==> config.mk <==
export PLATFORM = sky130hd
export DESIGN_NAME = crdg_norm
export DESIGN_NICKNAME = d
export VERILOG_FILES = /design/src/crdg_pkg.sv /design/src/crdg_norm.sv
export SDC_FILE = /design/constraint.sdc
export NUM_CORES = 2
export LEC_CHECK = 0
export ABC_AREA = 1
export BUFFER_PORTS_ARGS = -buffer_cell sky130_fd_sc_hd__buf_2
export CAP_MARGIN = 20
export CELL_PAD_IN_SITES_DETAIL_PLACEMENT = 1
export CELL_PAD_IN_SITES_GLOBAL_PLACEMENT = 1
export CORE_ASPECT_RATIO = 0.9
export CORE_MARGIN = 2
export CORE_UTILIZATION = 42
export CTS_BUF_LIST = sky130_fd_sc_hd__clkbuf_8 sky130_fd_sc_hd__clkbuf_16
export CTS_CLUSTER_DIAMETER = 100
export DETAILED_ROUTE_END_ITERATION = 7
export PLACE_DENSITY_LB_ADDON = 0.1
export SYNTH_ARGS = -nofsm -noshare
export SYNTH_HDL_FRONTEND = slang
export SYNTH_SLANG_ARGS = --single-unit
export TNS_END_PERCENT = 100
==> constraint.sdc <==
create_clock -name clk -period 3.16 [get_ports clk]
set_input_delay 0.632 -clock clk [delete_from_list [all_inputs] [get_ports clk]]
set_output_delay 0.632 -clock clk [all_outputs]
set_load 0.05 [all_outputs]
==> src/crdg_pkg.sv <==
// ----------------------------------------------------------------------------
// crdg_pkg: shared constants and types of the camera ray direction generator
// Field widths, internal datapath widths and register index codes.
// ----------------------------------------------------------------------------
`timescale 1ns / 1ps

package crdg_pkg;

    // Input and coefficient formats
    localparam int COORD_FRAC_BITS = 4;
    localparam int COEF_WIDTH      = 20;
    localparam int PIX_W           = 16;
    localparam int SIZE_W          = 13;
    localparam int ROW_W           = 3 * COEF_WIDTH;
    localparam int NDC_FRAC        = 16;

    // NDC quotient: floor(pixel * 2^(NDC_FRAC+1-COORD_FRAC_BITS) / size)
    localparam int QN_W   = PIX_W + NDC_FRAC + 1 - COORD_FRAC_BITS;
    localparam int NDC_W  = QN_W + 1;

    // Matrix product and magnitude
    localparam int PROD_W = COEF_WIDTH + NDC_W;
    localparam int T_W    = PROD_W + 2;
    localparam int MAG_W  = T_W - 1;

    // The largest normalized magnitude sits in [2^(NORM_W-1), 2^NORM_W)
    localparam int NORM_W    = 30;
    localparam int NORM_LEAD = NORM_W - 1;
    localparam int GRP_N     = (MAG_W + 7) / 8;
    localparam int MSB_W     = $clog2(GRP_N * 8);

    // Square root
    localparam int SQ_W   = 2 * NORM_W;
    localparam int SUM_W  = SQ_W + 2;
    localparam int ROOT_W = SUM_W / 2;
    localparam int SREM_W = ROOT_W + 2;

    // Output direction, signed Q1.15
    localparam int DIR_W    = 16;
    localparam int DIR_FRAC = 15;
    localparam int NUM_W    = NORM_W + DIR_FRAC + 1;
    localparam logic [DIR_W-1:0] DIR_ONE     = DIR_W'(1) << DIR_FRAC;
    localparam logic [DIR_W-1:0] DIR_POS_MAX = DIR_ONE - DIR_W'(1);

    // Configuration register indexes
    localparam int CFG_IDX_W = 3;
    localparam logic [CFG_IDX_W-1:0] REG_VIEWPORT_WIDTH  = 3'd0;
    localparam logic [CFG_IDX_W-1:0] REG_VIEWPORT_HEIGHT = 3'd1;
    localparam logic [CFG_IDX_W-1:0] REG_MATRIX_ROW_X    = 3'd2;
    localparam logic [CFG_IDX_W-1:0] REG_MATRIX_ROW_Y    = 3'd3;
    localparam logic [CFG_IDX_W-1:0] REG_MATRIX_ROW_Z    = 3'd4;

    // Per-ray side information carried along the normalization pipe
    typedef struct packed {
        logic       zero;
        logic [2:0] neg;
    } ray_tag_t;

endpackage

==> src/crdg_norm.sv <==
// ----------------------------------------------------------------------------
// crdg_norm: common magnitude scaling
// Finds the largest magnitude, locates its leading one in two levels and
// shifts all three magnitudes so that the largest lands in [2^29, 2^30).
// ----------------------------------------------------------------------------
`timescale 1ns / 1ps

module crdg_norm
(
    input  logic                                  clk,
    input  logic                                  rst_n,
    input  logic                                  en,
    input  logic                                  in_valid,
    input  logic [2:0][crdg_pkg::MAG_W-1:0]       in_mag,
    input  logic [2:0]                            in_neg,
    output logic                                  out_valid,
    output logic [2:0][crdg_pkg::NORM_W-1:0]      out_mag,
    output crdg_pkg::ray_tag_t                    out_tag
);

    localparam int MW = crdg_pkg::MAG_W;
    localparam int OW = crdg_pkg::NORM_W;
    localparam int NG = crdg_pkg::GRP_N;
    localparam int SB = crdg_pkg::MSB_W;
    localparam int LD = crdg_pkg::NORM_LEAD;

    logic [MW-1:0]     max01;
    logic [MW-1:0]     max_all;
    logic [NG*8-1:0]   max_pad;
    logic [NG-1:0]     grp_nz;
    logic [2:0]        grp_pos [0:NG-1];
    logic [SB-1:0]     msb_next;

    logic [3:0]              v_reg;
    logic [MW-1:0]           s1_max_reg;
    logic [2:0][MW-1:0]      s1_mag_reg;
    logic [2:0][MW-1:0]      s2_mag_reg;
    logic [2:0][MW-1:0]      s3_mag_reg;
    logic [2:0]              s1_neg_reg;
    logic [2:0]              s2_neg_reg;
    logic [2:0]              s3_neg_reg;
    logic [NG-1:0]           s2_nz_reg;
    logic [2:0]              s2_pos_reg [0:NG-1];
    logic [SB-1:0]           s3_msb_reg;
    logic                    s3_zero_reg;
    logic [2:0][OW-1:0]      s4_mag_reg;
    crdg_pkg::ray_tag_t      s4_tag_reg;

    // Largest of the three magnitudes
    assign max01   = (in_mag[1] > in_mag[0]) ? in_mag[1] : in_mag[0];
    assign max_all = (in_mag[2] > max01) ? in_mag[2] : max01;

    // Leading one inside each byte group
    assign max_pad = (NG*8)'(s1_max_reg);
    always_comb
    begin
        for (int j = 0; j < NG; j++)
        begin
            grp_nz[j]  = |max_pad[j*8 +: 8];
            grp_pos[j] = 3'd0;
            for (int k = 0; k < 8; k++)
            begin
                if (max_pad[j*8+k])
                begin
                    grp_pos[j] = 3'(k);
                end
            end
        end
    end

    // Highest nonzero group gives the leading one position
    always_comb
    begin
        msb_next = '0;
        for (int j = 0; j < NG; j++)
        begin
            if (s2_nz_reg[j])
            begin
                msb_next = SB'(j * 8) + SB'(s2_pos_reg[j]);
            end
        end
    end

    always_ff @(posedge clk or negedge rst_n)
    begin
        if (!rst_n)
        begin
            v_reg <= '0;
        end
        else if (en)
        begin
            v_reg <= {v_reg[2:0], in_valid};
        end
    end

    always_ff @(posedge clk)
    begin
        if (en)
        begin
            s1_max_reg  <= max_all;
            s1_mag_reg  <= in_mag;
            s1_neg_reg  <= in_neg;
            s2_nz_reg   <= grp_nz;
            s2_mag_reg  <= s1_mag_reg;
            s2_neg_reg  <= s1_neg_reg;
            s3_msb_reg  <= msb_next;
            s3_zero_reg <= ~|s2_nz_reg;
            s3_mag_reg  <= s2_mag_reg;
            s3_neg_reg  <= s2_neg_reg;
            s4_tag_reg  <= '{zero: s3_zero_reg, neg: s3_neg_reg};
        end
    end

    for (genvar j = 0; j < NG; j++)
    begin : g_grp
        always_ff @(posedge clk)
        begin
            if (en)
            begin
                s2_pos_reg[j] <= grp_pos[j];
            end
        end
    end

    // Common shift, right shift truncates
    for (genvar r = 0; r < 3; r++)
    begin : g_shift
        logic [MW-1:0] sh_next;

        always_comb
        begin
            if (s3_msb_reg >= SB'(LD))
            begin
                sh_next = s3_mag_reg[r] >> (s3_msb_reg - SB'(LD));
            end
            else
            begin
                sh_next = s3_mag_reg[r] << (SB'(LD) - s3_msb_reg);
            end
        end

        always_ff @(posedge clk)
        begin
            if (en)
            begin
                s4_mag_reg[r] <= sh_next[OW-1:0];
            end
        end
    end

    assign out_valid = v_reg[3];
    assign out_mag   = s4_mag_reg;
    assign out_tag   = s4_tag_reg;

endmodule

==> reports/metrics.yaml <==
status: "finished with violations"
failed_checks: "setup timing"
rsz0062_at_grt: "yes"
reg2reg_setup_slack_ns: 0.14
end_kind: "flop"
h-tree-depth: 3
nNetsFinal: 5215
area_delta_synth_final_pct: 28.18
crit_arrival_ns: 4.38
initialDrtViolationCount: 3925
rr_endpoint: "out_mag[25]"
relSlewSlack_pct: 52.73
power_density_nw_per_um2: 636.3
rows: 103
dieHeight_um: 287.3
finalSetupViolCount: 51
layout_common_cells: "1390 x nand2_1, 647 x edfxtp_1, 447 x nand3_1"
synth-simple-area-share_pct: 25.18
wl_mm: 166.9
fin_util_pct: 54.55
syn_nets: 4647
synth_flop_cell: "edfxtp_1"
max-vdd-ir-drop_mv: 0.4372
hold_class: "in2reg"
hold_viol_final: 0
r2r_start: "s3_msb_reg[0]"
synthMuxAreaShare_pct: 0.7282
holdPathStages: 1
core_area_um2: 88020
drt_pass1_iterations: 5
finalNonFillerCells: 6158
setup.worst_path.start: "in_mag[83]"
cap_violations: 0
grt_remaining_overflow: 0
cts_tree: "yes"
period_minus_slack_ns: 4.007
worst-path-buf-inv: 4
ys_ff_latch: 651
cp-start-kind: "primary input"
synthAdderAreaFrac_pct: 3.574
hold_start: "in_neg[0]"
fin_skew_ns: 0.03066
syn_area_per_cell_um2: 8.552
synth.distinct_cells: 56
clockBufferDepth: 3
io_pins: 255
antenna_found_initial: 12
cp.depth: 25
critical_path.slowest_cell: "o21ai_0"
grt_max_degree: 131
worstSetupPathType: "in2reg"
gp_congestion: 0.9737
multiInputGateArea_um2: 17470
postRouteAntennaNets: 0
post-route-period-util_pct: 126.8
fillCellCount: 10200
insertion_delay_ns: 0.65
drive_gt1_share_pct: 24.54
max_freq_mhz: 249.5
grt_usage_pct: 34.90
whs_ns: 0.1659
fin_ws_ns: -0.8474
grt_pass1_wl_mm: 233.8
avgViaCountPerCell: 5.766
ys_async_sr_fraction_pct: 0.6144
vias: 35510
portBuffers: 254
die_x_um: 318.8
tightest_slew_ns: 0.7016
cts_root_buffer: "clkbuf_16"
finalPower_mw: 30.55
cts_buffers: 71
synth_top_family_by_area: "simple AND/OR/NAND/NOR gates"
final-seq-area_um2: 19530
final_max_slew_viol_count: 0
start_util_pct: 42.56
clock-sinks: 651
synth-seq-area-share_pct: 52.13
dieArea_um2: 91590
critical_path_required_ns: 3.54
drc_errors: 0
crit_end: "s1_max_reg[19]"
path_delay_family: "simple AND/OR/NAND/NOR gates"
yosysWarnings: 0
dp_worst_setup_slack_ns: -1.801
cpPeakStageDelay_ns: 0.44
synth_compound_area_share_pct: 11.49
r2r_cells: 11
syn_inst: 4380
synth_xor_area_share_pct: 0.2372
critPathMaxFanout: 27
mostFrequentLayoutCell: "nand2_1"
power.leakage_nw: 20.62
dp_hpwl_mm: 125.2
syn_area_um2: 37460
wl_per_cell_um: 27.11
synth-edff-count: 647
dp.cells: 5974
clk_pin_slew_ns: 0.06
grt_pass1_vias: 35040
-- routing by layer --
| metal | vias up | share of wire [%] | routed length, µm | global-route usage, % |
|---|---|---|---|---|
| met4 | 2 | 4.8 | 7984 | 14.42 |
| li1 | 16150 | - | - | - |
| met1 | 17480 | 43 | 71910 | 48.13 |
| met5 | - | 0.011 | 18 | 0 |
| met2 | 1535 | 46 | 76190 | 55.83 |
| met3 | 338 | 6.5 | 10830 | 4.397 |
-- per-stage QoR --
stage	setup TNS, ns	cell area (µm²)
4_1_cts	-34.02	46830
6_report	-39.86	48010
2_1_floorplan	-17.19	37780
5_1_grt	-47.64	48000
3_5_place_dp	-90.30	43040
3_3_place_gp	-87.23	43040
-- synth_stat cells (9+ instances only) --
library cell / n / area share [%]
nand4_1: 19 / 0.32
o21a_1: 20 / 0.40
edfxtp_1: 647 / 52
ha_1: 107 / 3.6
nand3_1: 505 / 6.7
or2_1: 14 / 0.23
inv_1: 268 / 2.7
buf_4: 23 / 0.46
mux2i_1: 25 / 0.67
clkbuf_1: 62 / 0.62
and2_1: 18 / 0.30
o211ai_1: 88 / 1.8
nand2_1: 1507 / 15
o21ai_1: 193 / 2.6
buf_1: 31 / 0.31
nor2_1: 167 / 1.7
o21ai_0: 274 / 3.7
a21oi_1: 118 / 1.6
buf_2: 128 / 1.7
nor3_1: 9 / 0.12
a31oi_1: 20 / 0.33
buf_6: 24 / 0.72
inv_2: 13 / 0.13
-- repair_timing --
item | CTS | global route
hold buffers | 1 | 0
buffers inserted | 28 | 16
endpoints found under the setup margin | 51 | 51
hold endpoints to repair | 4 | 0
resized for setup | 213 | 229
pin swaps | 37 | 59
gates cloned | 13 | 5
-- how the worst min path moves through the flow --
stage / endpoint / slack [ns]
global route: s1_neg_reg[0] / 0.15
detailed placement: s2_mag_reg[121] / 0.41
CTS: s1_neg_reg[0] / 0.14
floorplan: v_reg[0] / 0.34
finish: s1_neg_reg[0] / 0.17
global placement: s3_mag_reg[94] / 0.40
-- cells by family after synthesis --
kind of cell    Yosys count
buf+inv                 550
mux                      27
xor+xnor                  5
flops                   651
simple gates           2275
compound gates          765
fa+ha+maj               107
-- report_power, final --
group          leakage, nW  switching (mW)  internal [mW]  total [mW]
clock network         1.10            3.49           4.52        8.01
logic                 13.1            7.95           3.58        11.5
registers             6.37           0.409           10.6        11.0
-- cell type report --
type                            instances  area share (%)
Sequential cell                       651           40.67
Multi-Input combinational cell       3179           36.39
Timing Repair Buffer                  763           13.03
Clock buffer                           71           3.700
Tap cell                             1155           3.010
Inverter                              282           2.327
Clock inverter                         53          0.8495
Antenna cell                            4         0.02085
(Power assumes the default switching activity.)
