===== src/crdg_pkg.sv =====
// ----------------------------------------------------------------------------
// crdg_pkg: shared constants and types of the camera ray direction generator
// Field widths, internal datapath widths and register index codes.
// ----------------------------------------------------------------------------
`timescale 1ns / 1ps

package crdg_pkg;

    // Input and coefficient formats
    localparam int COORD_FRAC_BITS = 4;
    localparam int COEF_WIDTH      = 20;
    localparam int PIX_W           = 16;
    localparam int SIZE_W          = 13;
    localparam int ROW_W           = 3 * COEF_WIDTH;
    localparam int NDC_FRAC        = 16;

    // NDC quotient: floor(pixel * 2^(NDC_FRAC+1-COORD_FRAC_BITS) / size)
    localparam int QN_W   = PIX_W + NDC_FRAC + 1 - COORD_FRAC_BITS;
    localparam int NDC_W  = QN_W + 1;

    // Matrix product and magnitude
    localparam int PROD_W = COEF_WIDTH + NDC_W;
    localparam int T_W    = PROD_W + 2;
    localparam int MAG_W  = T_W - 1;

    // The largest normalized magnitude sits in [2^(NORM_W-1), 2^NORM_W)
    localparam int NORM_W    = 30;
    localparam int NORM_LEAD = NORM_W - 1;
    localparam int GRP_N     = (MAG_W + 7) / 8;
    localparam int MSB_W     = $clog2(GRP_N * 8);

    // Square root
    localparam int SQ_W   = 2 * NORM_W;
    localparam int SUM_W  = SQ_W + 2;
    localparam int ROOT_W = SUM_W / 2;
    localparam int SREM_W = ROOT_W + 2;

    // Output direction, signed Q1.15
    localparam int DIR_W    = 16;
    localparam int DIR_FRAC = 15;
    localparam int NUM_W    = NORM_W + DIR_FRAC + 1;
    localparam logic [DIR_W-1:0] DIR_ONE     = DIR_W'(1) << DIR_FRAC;
    localparam logic [DIR_W-1:0] DIR_POS_MAX = DIR_ONE - DIR_W'(1);

    // Configuration register indexes
    localparam int CFG_IDX_W = 3;
    localparam logic [CFG_IDX_W-1:0] REG_VIEWPORT_WIDTH  = 3'd0;
    localparam logic [CFG_IDX_W-1:0] REG_VIEWPORT_HEIGHT = 3'd1;
    localparam logic [CFG_IDX_W-1:0] REG_MATRIX_ROW_X    = 3'd2;
    localparam logic [CFG_IDX_W-1:0] REG_MATRIX_ROW_Y    = 3'd3;
    localparam logic [CFG_IDX_W-1:0] REG_MATRIX_ROW_Z    = 3'd4;

    // Per-ray side information carried along the normalization pipe
    typedef struct packed {
        logic       zero;
        logic [2:0] neg;
    } ray_tag_t;

endpackage


===== src/crdg_ndc_div.sv =====
// ----------------------------------------------------------------------------
// crdg_ndc_div: pipelined pixel to NDC quotient divider
// One restoring quotient bit per stage for both coordinates in parallel.
// ----------------------------------------------------------------------------
`timescale 1ns / 1ps

module crdg_ndc_div
(
    input  logic                          clk,
    input  logic                          rst_n,
    input  logic                          en,
    input  logic                          in_valid,
    input  logic [crdg_pkg::PIX_W-1:0]    in_px,
    input  logic [crdg_pkg::PIX_W-1:0]    in_py,
    input  logic [crdg_pkg::SIZE_W-1:0]   width,
    input  logic [crdg_pkg::SIZE_W-1:0]   height,
    output logic                          out_valid,
    output logic [crdg_pkg::QN_W-1:0]     out_qx,
    output logic [crdg_pkg::QN_W-1:0]     out_qy
);

    localparam int N   = crdg_pkg::QN_W;
    localparam int PW  = crdg_pkg::PIX_W;
    localparam int SW  = crdg_pkg::SIZE_W;
    localparam int PAD = N - PW;

    logic [SW-1:0] div_x;
    logic [SW-1:0] div_y;

    logic          valid_reg [0:N-1];
    logic [PW-1:0] px_reg    [0:N-1];
    logic [PW-1:0] py_reg    [0:N-1];
    logic [SW-1:0] rx_reg    [0:N-1];
    logic [SW-1:0] ry_reg    [0:N-1];
    logic [N-1:0]  qx_reg    [0:N-1];
    logic [N-1:0]  qy_reg    [0:N-1];

    // Treat a zero size as one
    assign div_x = (width  == '0) ? SW'(1) : width;
    assign div_y = (height == '0) ? SW'(1) : height;

    for (genvar g = 0; g < N; g++)
    begin : g_stage
        logic          v_src;
        logic [PW-1:0] px_src;
        logic [PW-1:0] py_src;
        logic [SW-1:0] rx_src;
        logic [SW-1:0] ry_src;
        logic [N-1:0]  qx_src;
        logic [N-1:0]  qy_src;
        logic [N-1:0]  dvd_x;
        logic [N-1:0]  dvd_y;
        logic [SW:0]   tx;
        logic [SW:0]   ty;
        logic          gx;
        logic          gy;
        logic [SW-1:0] rx_next;
        logic [SW-1:0] ry_next;

        if (g == 0)
        begin : g_first
            assign v_src  = in_valid;
            assign px_src = in_px;
            assign py_src = in_py;
            assign rx_src = '0;
            assign ry_src = '0;
            assign qx_src = '0;
            assign qy_src = '0;
        end
        else
        begin : g_next
            assign v_src  = valid_reg[g-1];
            assign px_src = px_reg[g-1];
            assign py_src = py_reg[g-1];
            assign rx_src = rx_reg[g-1];
            assign ry_src = ry_reg[g-1];
            assign qx_src = qx_reg[g-1];
            assign qy_src = qy_reg[g-1];
        end

        // Bring down the next dividend bit and try a subtract
        assign dvd_x   = {px_src, {PAD{1'b0}}};
        assign dvd_y   = {py_src, {PAD{1'b0}}};
        assign tx      = {rx_src, dvd_x[N-1-g]};
        assign ty      = {ry_src, dvd_y[N-1-g]};
        assign gx      = (tx >= {1'b0, div_x});
        assign gy      = (ty >= {1'b0, div_y});
        assign rx_next = gx ? SW'(tx - {1'b0, div_x}) : tx[SW-1:0];
        assign ry_next = gy ? SW'(ty - {1'b0, div_y}) : ty[SW-1:0];

        always_ff @(posedge clk or negedge rst_n)
        begin
            if (!rst_n)
            begin
                valid_reg[g] <= 1'b0;
            end
            else if (en)
            begin
                valid_reg[g] <= v_src;
            end
        end

        always_ff @(posedge clk)
        begin
            if (en)
            begin
                px_reg[g] <= px_src;
                py_reg[g] <= py_src;
                rx_reg[g] <= rx_next;
                ry_reg[g] <= ry_next;
                qx_reg[g] <= {qx_src[N-2:0], gx};
                qy_reg[g] <= {qy_src[N-2:0], gy};
            end
        end
    end

    assign out_valid = valid_reg[N-1];
    assign out_qx    = qx_reg[N-1];
    assign out_qy    = qy_reg[N-1];

endmodule


===== config.mk =====
export PLATFORM = sky130hd
export DESIGN_NAME = crdg_ndc_div
export DESIGN_NICKNAME = d
export VERILOG_FILES = /design/src/crdg_pkg.sv /design/src/crdg_ndc_div.sv
export SDC_FILE = /design/constraint.sdc
export NUM_CORES = 2
export LEC_CHECK = 0
export ABC_AREA = 1
export BUFFER_PORTS_ARGS = -buffer_cell sky130_fd_sc_hd__buf_2
export CORE_MARGIN = 10
export CORE_UTILIZATION = 55
export DETAILED_ROUTE_END_ITERATION = 12
export GPL_ROUTABILITY_DRIVEN = 0
export PLACE_DENSITY = 0.77
export SYNTH_ARGS = -nofsm -noshare
export SYNTH_HDL_FRONTEND = slang
export SYNTH_SLANG_ARGS = --single-unit

===== constraint.sdc =====
create_clock -name clk -period 6.5 [get_ports clk]
set_input_delay 0.65 -clock clk [delete_from_list [all_inputs] [get_ports clk]]
set_output_delay 0.65 -clock clk [all_outputs]
set_load 0.005 [all_outputs]

==> impl_results.rst <==
.. list-table::
   :header-rows: 1

   * - Metric
     - Value
   * - Number of vias after detailed routing
     - 75100
   * - Path type of the worst setup path
     - in2reg
   * - Commonest cells after routing, fill and taps aside
     - sky130_fd_sc_hd__nand2_1, sky130_fd_sc_hd__edfxtp_1, sky130_fd_sc_hd__inv_1
   * - Primary FF master, synth
     - sky130_fd_sc_hd__edfxtp_1
   * - Accumulated negative setup slack
     - 0 ns
   * - Share of cells above drive strength 1
     - under 10%
   * - Final routed DRC violation total
     - 0
   * - Post-layout instance count excluding filler cells
     - 13300
   * - Level count of the clock H-tree
     - 4
   * - Pin count of the biggest net entering global routing
     - about 190
   * - Clock-pin slew reported for the worst setup and hold paths after clock tree synthesis
     - around 0.060 ns
   * - Worst min-delay path category
     - in2reg
   * - Area after DPL
     - ~0.11 sq mm
   * - Synth Cell Area
     - just over 0.1 sq mm
   * - GRT Resource Usage Total
     - a little over a fifth
   * - DR WL/cell
     - about 17 um
   * - Max-slew violations
     - 0
   * - Share of the yosys chip area belonging to registers
     - between 50% and 60%
   * - Number of vias per cell after detailed routing
     - roughly 5.7
   * - Area leader, netlist
     - sky130_fd_sc_hd__edfxtp_1
   * - CTS tree
     - built
   * - Placed cell count
     - about 13000
   * - Initial antenna violation count
     - 2
   * - Data arrival time of the critical path
     - between 4 and 5 ns
   * - Cells after synthesis
     - 10300
   * - Netlist cell types
     - 43
   * - Clock Skew
     - 0.0238 ns
   * - Crit. Startpoint
     - width[8]
   * - # IOs
     - ~120
   * - Yosys warns
     - 0
   * - Result of the run
     - complete, no violations
   * - Final net count
     - 11500
   * - Number of fill cells in the layout
     - around 15000
   * - Seq. cell area
     - 0.0559 sq mm
   * - P per Cell Area
     - 463 mW/mm^2
   * - Worst Path Required
     - between 7 and 8 ns
   * - Overall die height
     - 455 um
   * - Fin. Hold Viols
     - 0
   * - Area taken by multi-input logic gates
     - ~0.042 sq mm
   * - Worst-case clock buffer depth
     - 3
   * - Area share of the leading cell type in the synthesized netlist
     - between 50% and 60%
   * - Total congestion overflow
     - 0
   * - Fraction of synthesis flops using an asynchronous set or reset pin
     - under 10%
   * - Number of buffers created by CTS
     - a little under 200
   * - Number of nets in the synthesized netlist
     - about 11000
   * - Post-layout minimum cycle time
     - approximately 3.9 ns
   * - Period utilization
     - between 60% and 70%
   * - Area overhead of the layout relative to synthesis
     - 9.77%
   * - Floorplan die width
     - 455 um
   * - Slew of the pin with the lowest slew margin
     - 1.21 ns
   * - Site row count
     - about 160
   * - Detailed Route WL
     - between 200000 and 250000 um
   * - Fin area
     - about 0.11 sq mm
   * - Peak ir drop on the vdd network
     - between 0.2 and 0.25 mV
   * - Cell count of the worst reg-to-reg path
     - 12
   * - Library cell used as clock root buffer
     - sky130_fd_sc_hd__clkbuf_16
   * - Post-synthesis sequential element count
     - 1867
   * - Drt first pass iters
     - 10
   * - Most common cell after layout, fill and taps aside
     - sky130_fd_sc_hd__nand2_1
   * - Worst reg2reg endpoint
     - ry_reg[0][125]
   * - Cell types with the largest area share after synthesis
     - sky130_fd_sc_hd__edfxtp_1, sky130_fd_sc_hd__ha_1, sky130_fd_sc_hd__nand2_1
   * - Starting Density
     - 55.3%
   * - Remaining max-slew budget at the tightest pin
     - 19.6%
   * - Number of instances resized during post-cts repair
     - 0
   * - Full die area
     - just over 0.2 sq mm
   * - Final setup margin
     - between 2 and 3 ns
   * - Highest achievable clock rate
     - around 250 MHz
   * - Core Area
     - about 0.19 sq mm
   * - HPWL after DPL
     - 149000 um
   * - # hold bufs at CTS
     - 32
   * - Placement-stage worst setup slack
     - between 1.5 and 2 ns
   * - Unrepaired setup endpoints after global routing
     - false
   * - Leakage power of the design
     - just under 50 nW
   * - # Max-Cap Violations
     - 0
   * - Count of buffers added by post-CTS timing repair for setup
     - 0
   * - Critical register-to-register path startpoint
     - py_reg[0][134]
   * - Critical path peak fanout
     - 40
   * - Hold Slack
     - about 0.21 ns
   * - Via count of the first global-routing pass
     - ~73000
   * - Kind of start point of the critical path
     - input port
   * - Clock latency at the later pin of the worst-skew pair
     - 0.84 ns
   * - Starting DRC count in detailed routing
     - slightly above 7000
   * - Number of enable flip-flop cells after synthesis
     - around 1800
   * - Mean area per synthesized cell
     - a little over 10 sq um
   * - Post-route ant nets
     - 0
   * - Setup slack, reg-to-reg
     - 3.66 ns
   * - Critical Path Sink Type
     - register
   * - Buffers on Ports
     - 120
   * - Final number of setup-violating endpoints
     - 0
   * - First-pass GRT wire length
     - roughly 360000 um
   * - CP Capture Point
     - rx_reg[0][105]
   * - Count of clock tree sinks
     - between 1500 and 2000
-- synth_stat cells, types with 117 or more instances --
library cell and number:
sky130_fd_sc_hd__nand2_1 2109, sky130_fd_sc_hd__edfxtp_1 1838, sky130_fd_sc_hd__inv_1 1401, sky130_fd_sc_hd__ha_1 784, sky130_fd_sc_hd__nand3_1 713, sky130_fd_sc_hd__a21oi_1 584
sky130_fd_sc_hd__nor2_1 537, sky130_fd_sc_hd__o21ai_1 412, sky130_fd_sc_hd__o21ai_0 345, sky130_fd_sc_hd__nand4_1 271, sky130_fd_sc_hd__xor2_1 230, sky130_fd_sc_hd__nor3_1 117
-- worst max-delay path: stages --
cell and delay [ns]:
sky130_fd_sc_hd__buf_2 0.11, sky130_fd_sc_hd__nor2_1 0.11, sky130_fd_sc_hd__nand2_1 0.06, sky130_fd_sc_hd__nor2_1 0.17, sky130_fd_sc_hd__nand2_2 0.43, sky130_fd_sc_hd__nand2_2 0.22, sky130_fd_sc_hd__buf_4 0.66, sky130_fd_sc_hd__ha_1 0.29
sky130_fd_sc_hd__inv_1 0.08, sky130_fd_sc_hd__fa_1 0.41, sky130_fd_sc_hd__nand3_1 0.13, sky130_fd_sc_hd__nand2_1 0.11, sky130_fd_sc_hd__nand2_1 0.08, sky130_fd_sc_hd__nand2_1 0.10, sky130_fd_sc_hd__nand3_2 0.12, sky130_fd_sc_hd__nand3_2 0.37
sky130_fd_sc_hd__nand2_1 0.21, sky130_fd_sc_hd__o21ai_0 0.12
-- metrics by stage --
stage	utilization (%)	power, mW
floorplan	-	36.4
global placement	57.1	40.1
detailed placement	57.1	41.0
CTS	60.8	52.7
global route	60.8	56.8
finish	60.8	52.8
-- cells by family (layout without fill, tap and decap cells) --
| family | count (synthesis) | count (layout) | synth area share [%] |
|---|---|---|---|
| other | 0 | 1 | 0 |
| xor gates and xnor gates | 338 | 338 | 2.85 |
| AOI/OAI and AO/OA | 1686 | 1686 | 9.20 |
| buffers and inverters | 1536 | 1980 | 6.07 |
| DFF | 1867 | 1867 | 53.8 |
| muxes | 1 | 1 | 0.0108 |
| adders and majority gates | 838 | 838 | 10.5 |
| and+or+nand+nor | 4047 | 4047 | 17.6 |
-- how the worst min path moves through the flow --
stage	startpoint	endpoint	slack, ns	cells after the start
after floorplan	rst_n	g_stage[10].v_src	0.35	0
after global routing	in_px[15]	rx_reg[0][0]	0.21	3
after global placement	qx_reg[0][390]	qx_reg[0][420]	0.40	0
after detailed placement	px_reg[0][97]	px_reg[0][113]	0.40	0
after CTS	in_px[15]	rx_reg[0][0]	0.13	3
final	in_px[15]	rx_reg[0][0]	0.21	3
-- final cells by class --
type | count | share of cell area (%)
sequential | 1867 | 49.0
multi-input combinational | 6910 | 36.6
inverter | 1410 | 4.64
clock buffer | 229 | 4.52
tap | 2495 | 2.74
timing repair buffer | 214 | 1.32
clock inverter | 127 | 1.22
antenna | 1 | 0.00219
-- report_power, final --
group          switching (mW)  internal (mW)  total, mW
registers                1.87           17.5       19.4
logic                    14.1           7.99       22.1
clock network            4.63           6.70       11.3
-- metal layers --
layer	wire length, um	vias up	track usage, %
met1	94700	35000	28.0
met2	101000	2959	34.0
met3	15900	653	3.37
li1	-	36400	-
met5	0	-	0
met4	8350	0	8.30
(Power assumes the default switching activity.)
